<file path="config.mk">
export PLATFORM = sky130hd
export DESIGN_NAME = gps_time_to_calendar_date
export DESIGN_NICKNAME = d
export VERILOG_FILES = /design/src/sv/gtcd_pkg.sv /design/src/sv/gtcd_ctrl.sv /design/src/sv/gtcd_datapath.sv /design/src/sv/gps_time_to_calendar_date.sv
export SDC_FILE = /design/constraint.sdc
export NUM_CORES = 1
export LEC_CHECK = 0
export BUFFER_PORTS_ARGS = -buffer_cell sky130_fd_sc_hd__buf_2
export CAP_MARGIN = 10
export CORE_MARGIN = 2
export CORE_UTILIZATION = 40
export CTS_BUF_LIST = sky130_fd_sc_hd__clkbuf_4 sky130_fd_sc_hd__clkbuf_8
export DETAILED_ROUTE_END_ITERATION = 10
export PLACE_DENSITY = 0.65
export SYNTH_ARGS = -nofsm -noshare
export SYNTH_HDL_FRONTEND = slang
export SYNTH_HIERARCHICAL = 1
export SYNTH_SLANG_ARGS = --single-unit
</file>
<file path="constraint.sdc">
create_clock -name clk -period 14.2 [get_ports clk]
set_input_delay 0 -clock clk [delete_from_list [all_inputs] [get_ports clk]]
set_output_delay 0 -clock clk [all_outputs]
set_load 0.005 [all_outputs]
</file>
<file path="src/sv/gtcd_pkg.sv">
// Shared types, constants and tables for the GPS time to calendar date converter.
// Used by the controller, the datapath, the top level and the port checker.
package gtcd_pkg;

  localparam int WEEK_W     = 12;
  localparam int SOW_W      = 20;
  localparam int OFF_W      = 8;
  localparam int IN_DATA_W  = 40;
  localparam int OUT_DATA_W = 48;

  localparam int DOY_W  = 9;
  localparam int YEAR_W = 8;
  localparam int MON_W  = 4;
  localparam int MDAY_W = 5;
  localparam int HOUR_W = 5;
  localparam int MIN_W  = 6;
  localparam int SEC_W  = 6;

  // Divider sizing: dividend up to 20 bits, remainder below the largest
  // divisor (86400, 17 bits), quotient below 128. The quotient comes from a
  // 16 by 16 reciprocal product, the remainder from one multiply-subtract.
  localparam int DVD_W  = 20;
  localparam int PART_W = 17;
  localparam int CNT_W  = 2;
  localparam int QUO_W  = 7;
  localparam int DAYS_W = 15;
  localparam int JD_W   = 11;
  localparam int MUL_W  = 16;
  localparam int PROD_W = 32;

  localparam logic [PART_W-1:0] SEC_PER_DAY  = 17'd86400;
  localparam logic [PART_W-1:0] SEC_PER_HOUR = 17'd3600;
  localparam logic [PART_W-1:0] SEC_PER_MIN  = 17'd60;
  localparam logic [PART_W-1:0] DAYS_COMMON  = 17'd365;
  localparam logic [JD_W-1:0]   JD_COMMON    = 11'd365;
  localparam logic [JD_W-1:0]   JD_LEAP      = 11'd366;
  localparam logic [DAYS_W-1:0] WEEK_DAYS    = 15'd7;
  localparam logic [DAYS_W-1:0] EPOCH_SHIFT  = 15'd5;
  localparam logic [YEAR_W-1:0] BASE_YEAR    = 8'd80;
  localparam logic [MON_W-1:0]  LAST_MONTH   = 4'd12;

  // Rounded-up reciprocals of the odd part of each divisor:
  // 2^23/675, 2^21/225, 2^14/15, 2^24/365
  localparam logic [MUL_W-1:0]  RECIP_DAY    = 16'd12428;
  localparam logic [MUL_W-1:0]  RECIP_HOUR   = 16'd9321;
  localparam logic [MUL_W-1:0]  RECIP_MIN    = 16'd1093;
  localparam logic [MUL_W-1:0]  RECIP_YEAR   = 16'd45965;

  // quotient step, then remainder step
  localparam logic [CNT_W-1:0]  DIV_STEPS    = 2'd2;

  typedef enum logic [1:0] {
    OP_DAY  = 2'd0,
    OP_HOUR = 2'd1,
    OP_MIN  = 2'd2,
    OP_YEAR = 2'd3
  } div_op_t;

  typedef struct packed {
    logic    load;
    logic    sub;
    logic    div_start;
    div_op_t div_op;
    logic    div_step;
    logic    adjust;
    logic    mon_step;
    logic    out_write;
  } dp_cmd_t;

  typedef struct packed {
    logic neg;
    logic div_last;
    logic mon_done;
    logic out_free;
  } dp_stat_t;

  function automatic logic [PART_W-1:0] div_divisor(input div_op_t op);
    logic [PART_W-1:0] d;
    unique case (op)
      OP_DAY:  d = SEC_PER_DAY;
      OP_HOUR: d = SEC_PER_HOUR;
      OP_MIN:  d = SEC_PER_MIN;
      OP_YEAR: d = DAYS_COMMON;
      default: d = SEC_PER_DAY;
    endcase
    return d;
  endfunction

  function automatic logic [MUL_W-1:0] div_recip(input div_op_t op);
    logic [MUL_W-1:0] m;
    unique case (op)
      OP_DAY:  m = RECIP_DAY;
      OP_HOUR: m = RECIP_HOUR;
      OP_MIN:  m = RECIP_MIN;
      OP_YEAR: m = RECIP_YEAR;
      default: m = RECIP_DAY;
    endcase
    return m;
  endfunction

  // Days before the start of a month; index 0..12
  function automatic logic [DOY_W-1:0] cum_days(input logic leap, input logic [MON_W-1:0] idx);
    logic [DOY_W-1:0] d;
    unique case (idx)
      4'd0:    d = 9'd0;
      4'd1:    d = 9'd31;
      4'd2:    d = leap ? 9'd60  : 9'd59;
      4'd3:    d = leap ? 9'd91  : 9'd90;
      4'd4:    d = leap ? 9'd121 : 9'd120;
      4'd5:    d = leap ? 9'd152 : 9'd151;
      4'd6:    d = leap ? 9'd182 : 9'd181;
      4'd7:    d = leap ? 9'd213 : 9'd212;
      4'd8:    d = leap ? 9'd244 : 9'd243;
      4'd9:    d = leap ? 9'd274 : 9'd273;
      4'd10:   d = leap ? 9'd305 : 9'd304;
      4'd11:   d = leap ? 9'd335 : 9'd334;
      4'd12:   d = leap ? 9'd366 : 9'd365;
      default: d = 9'd0;
    endcase
    return d;
  endfunction

endpackage

</file>
<file path="src/sv/gtcd_ctrl.sv">
// Sequencing state machine of the GPS time to calendar date converter.
// Depends on gtcd_pkg for the command and status structs.
module gtcd_ctrl (
  input  logic              clk,
  input  logic              rst_n,
  input  logic              in_tvalid,
  output logic              in_tready,
  input  gtcd_pkg::dp_stat_t stat,
  output gtcd_pkg::dp_cmd_t  cmd
);
  import gtcd_pkg::*;

  typedef enum logic [6:0] {
    S_IDLE  = 7'b0000001,
    S_SUB   = 7'b0000010,
    S_START = 7'b0000100,
    S_DIV   = 7'b0001000,
    S_ADJ   = 7'b0010000,
    S_MON   = 7'b0100000,
    S_DONE  = 7'b1000000
  } state_t;

  state_t  state_r, state_nxt;
  div_op_t op_r, op_nxt;

  always_comb begin
    state_nxt  = state_r;
    op_nxt     = op_r;
    cmd        = '0;
    cmd.div_op = op_r;
    in_tready  = 1'b0;
    unique case (state_r)
      S_IDLE: begin
        in_tready = 1'b1;
        if (in_tvalid) begin
          cmd.load  = 1'b1;
          state_nxt = S_SUB;
        end
      end
      S_SUB: begin
        cmd.sub   = 1'b1;
        op_nxt    = OP_DAY;
        state_nxt = S_START;
      end
      S_START: begin
        // negative corrected time skips straight to the result
        if (op_r == OP_DAY && stat.neg) begin
          state_nxt = S_DONE;
        end else begin
          cmd.div_start = 1'b1;
          state_nxt     = S_DIV;
        end
      end
      S_DIV: begin
        cmd.div_step = 1'b1;
        if (stat.div_last) begin
          if (op_r == OP_YEAR) begin
            state_nxt = S_ADJ;
          end else begin
            op_nxt    = div_op_t'(op_r + 2'd1);
            state_nxt = S_START;
          end
        end
      end
      S_ADJ: begin
        cmd.adjust = 1'b1;
        state_nxt  = S_MON;
      end
      S_MON: begin
        if (stat.mon_done) begin
          state_nxt = S_DONE;
        end else begin
          cmd.mon_step = 1'b1;
        end
      end
      S_DONE: begin
        // hold until the output register can take the item
        if (stat.out_free) begin
          cmd.out_write = 1'b1;
          state_nxt     = S_IDLE;
        end
      end
      default: state_nxt = S_IDLE;
    endcase
  end

  always_ff @(posedge clk) begin
    if (!rst_n) begin
      state_r <= S_IDLE;
      op_r    <= OP_DAY;
    end else begin
      state_r <= state_nxt;
      op_r    <= op_nxt;
    end
  end

endmodule

</file>
<file path="src/sv/gtcd_datapath.sv">
// Datapath of the GPS time to calendar date converter: input capture, shared
// reciprocal divider, leap-year adjust, month scan and output register. Uses gtcd_pkg.
module gtcd_datapath (
  input  logic                               clk,
  input  logic                               rst_n,
  input  logic [gtcd_pkg::IN_DATA_W-1:0]     in_tdata,
  input  gtcd_pkg::dp_cmd_t                  cmd,
  output gtcd_pkg::dp_stat_t                 stat,
  output logic                               out_tvalid,
  input  logic                               out_tready,
  output logic [gtcd_pkg::OUT_DATA_W-1:0]    out_tdata,
  output logic                               out_tuser
);
  import gtcd_pkg::*;

  logic [WEEK_W-1:0] week_r;
  logic [SOW_W-1:0]  sow_r;
  logic [OFF_W-1:0]  off_r;
  logic [SOW_W-1:0]  secs_r;
  logic              neg_r;

  div_op_t           op_r;
  logic [DVD_W-1:0]  dvd_r;
  logic [PART_W-1:0] part_r;
  logic [QUO_W-1:0]  q_r;
  logic [CNT_W-1:0]  cnt_r;

  logic [3:0]        wday_r;
  logic [HOUR_W-1:0] hour_r;
  logic [MIN_W-1:0]  min_r;
  logic [SEC_W-1:0]  sec_r;
  logic [QUO_W-1:0]  yr_r;
  logic [DOY_W-1:0]  jd_r;
  logic [MON_W-1:0]  mon_r;

  logic                  out_valid_r;
  logic [OUT_DATA_W-1:0] out_data_r;
  logic                  out_user_r;

  // divider
  logic [MUL_W-1:0]        mul_a;
  logic [PROD_W-1:0]       prod;
  logic [QUO_W-1:0]        quo_nxt;
  logic [QUO_W+PART_W-1:0] qd;
  logic [DVD_W-1:0]        rem_full;
  logic [PART_W-1:0]       part_nxt;
  logic [DAYS_W-1:0]       total_days;
  logic [DVD_W-1:0]        dvd_load;

  // Drop the divisor's power-of-two factor, multiply by the reciprocal of
  // the odd rest and keep the top bits; the remainder is then formed from the registered quotient.
  always_comb begin
    unique case (op_r)
      OP_DAY:  mul_a = MUL_W'(dvd_r[19:7]);
      OP_HOUR: mul_a = MUL_W'(dvd_r[16:4]);
      OP_MIN:  mul_a = MUL_W'(dvd_r[11:2]);
      OP_YEAR: mul_a = MUL_W'(dvd_r[14:0]);
      default: mul_a = MUL_W'(dvd_r[19:7]);
    endcase
    prod = PROD_W'(mul_a) * PROD_W'(div_recip(op_r));
    unique case (op_r)
      OP_DAY:  quo_nxt = prod[29:23];
      OP_HOUR: quo_nxt = prod[27:21];
      OP_MIN:  quo_nxt = prod[20:14];
      OP_YEAR: quo_nxt = prod[30:24];
      default: quo_nxt = prod[29:23];
    endcase
    qd       = (QUO_W+PART_W)'(q_r) * (QUO_W+PART_W)'(div_divisor(op_r));
    rem_full = dvd_r - qd[DVD_W-1:0];
    part_nxt = rem_full[PART_W-1:0];
  end

  assign total_days = DAYS_W'(week_r) * WEEK_DAYS + DAYS_W'(wday_r) + EPOCH_SHIFT;

  // hour and minute divide the previous remainder; day divides secs_r, year the day count
  always_comb begin
    unique case (cmd.div_op)
      OP_DAY:  dvd_load = secs_r;
      OP_HOUR: dvd_load = DVD_W'(part_r);
      OP_MIN:  dvd_load = DVD_W'(part_r);
      OP_YEAR: dvd_load = DVD_W'(total_days);
      default: dvd_load = secs_r;
    endcase
  end

  // leap-day correction of the day within the year
  logic [4:0]        prior;
  logic [JD_W-1:0]   jd_a;
  logic [QUO_W-1:0]  yr_a;
  logic              jd_low;

  always_comb begin
    prior = 5'(({1'b0, q_r} + 8'd3) >> 2);
    jd_a  = JD_W'(part_r[DOY_W-1:0]) + JD_W'(1) - JD_W'(prior);
    yr_a  = q_r;
    jd_low = jd_a[JD_W-1] || (jd_a == '0);
    if (jd_low && (q_r != '0)) begin
      yr_a = q_r - QUO_W'(1);
      jd_a = jd_a + ((yr_a[1:0] != 2'b00) ? JD_COMMON : JD_LEAP);
    end
    if (jd_a[JD_W-1] || (jd_a == '0)) begin
      jd_a = JD_W'(1);
    end
  end

  logic             leap;
  logic [DOY_W-1:0] cum_cur;
  logic [DOY_W-1:0] cum_prev;
  logic [DOY_W-1:0] mday;
  logic [YEAR_W-1:0] year_out;

  assign leap     = (yr_r[1:0] == 2'b00);
  assign cum_cur  = cum_days(leap, mon_r);
  assign cum_prev = cum_days(leap, mon_r - MON_W'(1));
  assign mday     = jd_r - cum_prev;
  assign year_out = YEAR_W'(yr_r) + BASE_YEAR;

  always_comb begin
    stat          = '0;
    stat.neg      = neg_r;
    stat.div_last = (cnt_r == CNT_W'(1));
    stat.mon_done = (mon_r == LAST_MONTH) || (jd_r <= cum_cur);
    stat.out_free = !out_valid_r || out_tready;
  end

  always_ff @(posedge clk) begin
    if (cmd.load) begin
      week_r <= in_tdata[11:0];
      sow_r  <= in_tdata[31:12];
      off_r  <= in_tdata[39:32];
    end
    if (cmd.sub) begin
      secs_r <= sow_r - SOW_W'(off_r);
      neg_r  <= (sow_r < SOW_W'(off_r));
    end
    if (cmd.div_start) begin
      op_r   <= cmd.div_op;
      dvd_r  <= dvd_load;
      part_r <= '0;
      q_r    <= '0;
      cnt_r  <= DIV_STEPS;
      // take the result of the division just finished
      unique case (cmd.div_op)
        OP_DAY:  ;
        OP_HOUR: wday_r <= q_r[3:0];
        OP_MIN:  hour_r <= q_r[HOUR_W-1:0];
        OP_YEAR: begin
          min_r <= q_r[MIN_W-1:0];
          sec_r <= part_r[SEC_W-1:0];
        end
        default: ;
      endcase
    end else if (cmd.div_step) begin
      if (cnt_r == DIV_STEPS) begin
        q_r <= quo_nxt;
      end else begin
        part_r <= part_nxt;
      end
      cnt_r <= cnt_r - CNT_W'(1);
    end
    if (cmd.adjust) begin
      yr_r  <= yr_a;
      jd_r  <= jd_a[DOY_W-1:0];
      mon_r <= MON_W'(1);
    end else if (cmd.mon_step) begin
      mon_r <= mon_r + MON_W'(1);
    end
    if (cmd.out_write) begin
      if (neg_r) begin
        out_data_r <= '0;
        out_user_r <= 1'b0;
      end else begin
        out_data_r <= {5'b00000, sec_r, min_r, hour_r, mday[MDAY_W-1:0], mon_r,
                       year_out, jd_r};
        out_user_r <= 1'b1;
      end
    end
  end

  always_ff @(posedge clk) begin
    if (!rst_n) begin
      out_valid_r <= 1'b0;
    end else if (cmd.out_write) begin
      out_valid_r <= 1'b1;
    end else if (out_tready) begin
      out_valid_r <= 1'b0;
    end
  end

  assign out_tvalid = out_valid_r;
  assign out_tdata  = out_data_r;
  assign out_tuser  = out_user_r;

endmodule

</file>
<file path="src/sv/gps_time_to_calendar_date.sv">
// GPS week and seconds of week to UTC calendar date converter, top level.
// Joins gtcd_ctrl and gtcd_datapath; uses gtcd_pkg for widths and structs.
//
// Input channel in_*: one item carries gps_week, seconds_of_week and the
// GPS-minus-UTC offset. Result channel out_*: one item per input with the
// day of year, year since 1900, month, day of month, hour, minute, second;
// out_tuser is the time valid flag. A negative corrected time gives
// out_tuser low and all data zero.
// One item is in work at a time. A shared divider multiplies by a fixed
// reciprocal; each of the four divisions (86400, 3600, 60, 365) takes a load
// step, a quotient step and a remainder step, then a leap correction step
// and a month scan from January up to the month of the day. in_tready is
// high only while the block waits for an item.
// The result sits in an output register; the next item is accepted while
// it waits, and the finished next result holds until the register frees.
// Reset (rst_n low, synchronous) returns to waiting and clears out_tvalid.
module gps_time_to_calendar_date (
  input  logic                            clk,
  input  logic                            rst_n,
  input  logic                            in_tvalid,
  output logic                            in_tready,
  // gps_week[11:0], seconds_of_week[31:12], utc_offset[39:32]
  input  logic [gtcd_pkg::IN_DATA_W-1:0]  in_tdata,
  output logic                            out_tvalid,
  input  logic                            out_tready,
  // day_of_year[8:0], year_since_1900[16:9], month_number[20:17],
  // day_of_month[25:21], hour_of_day[30:26], minute_of_hour[36:31],
  // second_of_minute[42:37], zero[47:43]
  output logic [gtcd_pkg::OUT_DATA_W-1:0] out_tdata,
  // time_valid[0]
  output logic                            out_tuser
);
  import gtcd_pkg::*;

  dp_cmd_t  cmd;
  dp_stat_t stat;

  gtcd_ctrl u_ctrl (
    .clk       (clk),
    .rst_n     (rst_n),
    .in_tvalid (in_tvalid),
    .in_tready (in_tready),
    .stat      (stat),
    .cmd       (cmd)
  );

  gtcd_datapath u_dp (
    .clk        (clk),
    .rst_n      (rst_n),
    .in_tdata   (in_tdata),
    .cmd        (cmd),
    .stat       (stat),
    .out_tvalid (out_tvalid),
    .out_tready (out_tready),
    .out_tdata  (out_tdata),
    .out_tuser  (out_tuser)
  );

endmodule

</file>
==> qor.yml <==
hp-class: "input pin to flop"
clkTransAtPathRegs_ps: 60
core_area_sq_um: 51500
slew_viol_final: 0
crit_family: "adder cells"
floorplan.initialDensity: 0.406
std_cell_rows: 83
synthArstFlopShare: 0
grt_setup_unrepaired: "false"
die_h_um: 233
synth_top_area_share: 0.235
crit_top_cell: "fa_1"
io_buffer_count: 89
setup_viol: 0
slowest_stage: "mux2i_1"
cts_tree: "done"
post_cts_buffers: 0
synth_seq_cells: 204
finClkSkew_ps: 42.5
grt_pass1_vias: 15800
multi_input_area_sq_um: 13500
use_met2: 0.323
grt-ovfl-total: 0
worst_setup_path_start_kind: "flop"
worst_pin_slew_ps: 1020
grtUsageMet3: 0.0278
htree_levels: 2
fin_crit_ps: 8630
routed_wl_mm: 50.1
fp.dieArea_sq_um: 54200
drtPass1Iterations: 6
fin_setup_tns_ps: 0
grt_usage: 0.193
fill_cells: 4951
num_vias: 15200
finalHoldViolCount: 0
irDropWorstVdd_v: 0.0000680
final_nets: 2773
clock-sinks: 204
end_kind: "flop"
worstPathArrival_ps: 9070
grt_max_degree: 50
synth-seq-area-share: 0.274
fp.dieW_um: 233
synth_area_leaders: "edfxtp_1 24%, fa_1 19%, ha_1 17%"
numCtsBuffers: 34
max_freq_mhz: 116
post-route-drc-count: 0
final_antenna_net_count: 0
clock_latency_ps: 560
synthCells: 2139
synth_cell_types: 94
netlist_area_sq_um: 20900
max_stage_delay_ps: 590
pin_count: 95
synth_edf_count: 164
crit_type: "flop to flop"
seqCellArea_sq_um: 5730
grt_busiest_layer: "met2"
final.period_utilization: 0.608
status: "finished clean"
diodes: 0
drv_cap: 0
cts_buffer_depth: 3
yosys_warnings: 6
cp.required_ps: 14650
root_buffer: "clkbuf_8"
finish.utilization: 0.448
wire_per_inst_um: 16.9
grt_pass1_wl_mm: 82.6
critPathMaxFanout: 18
drt-initial-drc-count: 1061
yosys_most_used_dff: "edfxtp_1"
synth.avg_cell_area_sq_um: 9.78
globalplace.congestion: 0.907
syn_to_final_growth_pct: 10.3
place_hpwl_mm: 40.1
worst-path-buf-inv: 5
grt_use_met1: 0.261
p_per_area_nw_per_um2: 88.4
viasPerCell: 5.14
antenna_found_initial: 0
drive_gt1_frac: 0.0861
slew_headroom: 0.322
yosys.area.top_type: "edfxtp_1"
power.leakage_nw: 10.9
[worst paths after layout]
check,from,end,slack [ps],cells after the start
max,u_dp/op_r[0],u_dp/q_r[5],5570,27
min,in_tdata[22],u_dp/sow_r[10],140,2
max reg2reg,u_dp/op_r[0],u_dp/q_r[5],5570,27
min reg2reg,u_dp/part_r[9],u_dp/part_r[9],460,2
[final cells by class]
class / instances / share of cell area
sequential: 204 / 0.248
multi-input combinational: 1489 / 0.584
clock buffer: 50 / 0.0255
clock inverter: 12 / 0.00320
tap: 680 / 0.0369
inverter: 383 / 0.0623
timing repair buffer: 139 / 0.0404
[what timing repair did]
item                      4_1_cts  5_1_grt
gates resized for setup         0        0
hold buffers                   44        0
hold endpoints to repair       50        0
[synthesized netlist by cell type, types with 4 or more instances]
| cell type | number |
|---|---|
| a2111oi_0 | 5 |
| a211oi_1 | 13 |
| a21boi_0 | 8 |
| a21o_1 | 21 |
| a21oi_1 | 90 |
| a221oi_1 | 14 |
| a22oi_1 | 11 |
| a31oi_1 | 12 |
| and2_1 | 27 |
| and3_1 | 8 |
| and4_1 | 4 |
| buf_1 | 6 |
| buf_4 | 7 |
| clkbuf_1 | 48 |
| dfxtp_1 | 40 |
| edfxtp_1 | 164 |
| fa_1 | 197 |
| ha_1 | 281 |
| inv_1 | 380 |
| mux2_2 | 10 |
| mux2i_1 | 14 |
| nand2_1 | 170 |
| nand2b_1 | 15 |
| nand3_1 | 20 |
| nand3b_1 | 7 |
| nand4_1 | 7 |
| nand4b_1 | 4 |
| nor2_1 | 187 |
| nor2b_1 | 45 |
| nor3_1 | 20 |
| nor4_1 | 8 |
| o211ai_1 | 4 |
| o21a_1 | 10 |
| o21ai_0 | 61 |
| o21bai_1 | 8 |
| o221ai_1 | 4 |
| o31ai_1 | 4 |
| or2_2 | 13 |
| or3_1 | 9 |
| xnor2_1 | 69 |
| xor2_1 | 34 |
[metrics by stage]
step | std cells | worst slack, ps | instance area, sq um | total power [mW] | hold WS, ps
after floorplan | 2143 | 6510 | 20900 | 1.35 | 78.6
after global placement | 2851 | 5880 | 22000 | 1.51 | 177
after detailed placement | 2851 | 5670 | 22000 | 1.53 | 178
after CTS | 2957 | 5650 | 23100 | 2.06 | 102
after global routing | 2957 | 5040 | 23100 | 2.20 | 125
final | 2957 | 5570 | 23100 | 2.04 | 145
[cells in the final DEF (no fill, tap or decap), types with 6 or more instances in the layout]
| cell type | instances |
|---|---|
| nand3_1 | 20 |
| and2_1 | 25 |
| edfxtp_1 | 164 |
| or3_1 | 9 |
| a22oi_1 | 11 |
| clkbuf_4 | 16 |
| nor3_1 | 20 |
| a211oi_1 | 13 |
| ha_1 | 281 |
| buf_4 | 6 |
| a21boi_0 | 8 |
| nand2b_1 | 15 |
| dlygate4sd3_1 | 44 |
| or2_2 | 13 |
| mux2_2 | 10 |
| buf_2 | 89 |
| a21oi_1 | 90 |
| nand3b_1 | 7 |
| and3_1 | 8 |
| xor2_1 | 34 |
| mux2i_1 | 14 |
| clkbuf_8 | 34 |
| clkinv_1 | 7 |
| nor2b_1 | 45 |
| fa_1 | 197 |
| o21a_1 | 10 |
| a21o_1 | 21 |
| a31oi_1 | 12 |
| xnor2_1 | 69 |
| nand4_1 | 7 |
| nor4_1 | 8 |
| o21ai_0 | 61 |
| nand2_1 | 170 |
| dfxtp_1 | 40 |
| o21bai_1 | 8 |
| inv_1 | 380 |
| nor2_1 | 187 |
| a221oi_1 | 14 |
[sequential cells by signal (all words and copies together) (netlist names)]
name             cells
u_dp/out_tdata      43
u_dp/min_r           6
u_dp/secs_r         20
u_dp/cnt_r           2
u_dp/hour_r          5
u_dp/op_r            2
u_dp/wday_r          4
u_dp/neg_r           1
u_dp/jd_r            9
u_dp/sow_r          20
u_dp/sec_r           6
u_ctrl/state_r       7
u_dp/off_r           8
u_dp/mon_r           4
u_ctrl/op_r          2
u_dp/out_tvalid      1
u_dp/dvd_r          20
u_dp/yr_r            7
u_dp/q_r             7
u_dp/week_r         12
u_dp/part_r         17
u_dp/out_tuser       1
[layer usage]
layer,up-vias,share of wire
met1,7356,0.45
met5,-,0
li1,7338,-
met4,0,0.024
met3,63,0.056
met2,441,0.47
[cell families (layout without fill, tap and decap cells)]
logic type               after synthesis  count (layout)  synth area share
buffers and inverters                450             584            0.0838
adder cells (fa/ha/maj)              479             479             0.357
XOR/XNOR                             103             103            0.0431
multiplexers                          25              25            0.0126
other                                  1               5          0.000179
AO/OA/AOI/OAI                        311             311            0.0999
flip-flops                           204             204             0.274
AND/OR/NAND/NOR                      566             566             0.130
[power breakdown]
part           total (mW)  internal (mW)  switching (mW)
Clock               0.506          0.269           0.237
Sequential          0.717          0.688          0.0292
Combinational       0.815          0.352           0.462
Total                2.04           1.31           0.728
No activity file was read; power rests on OpenSTA's default activity.
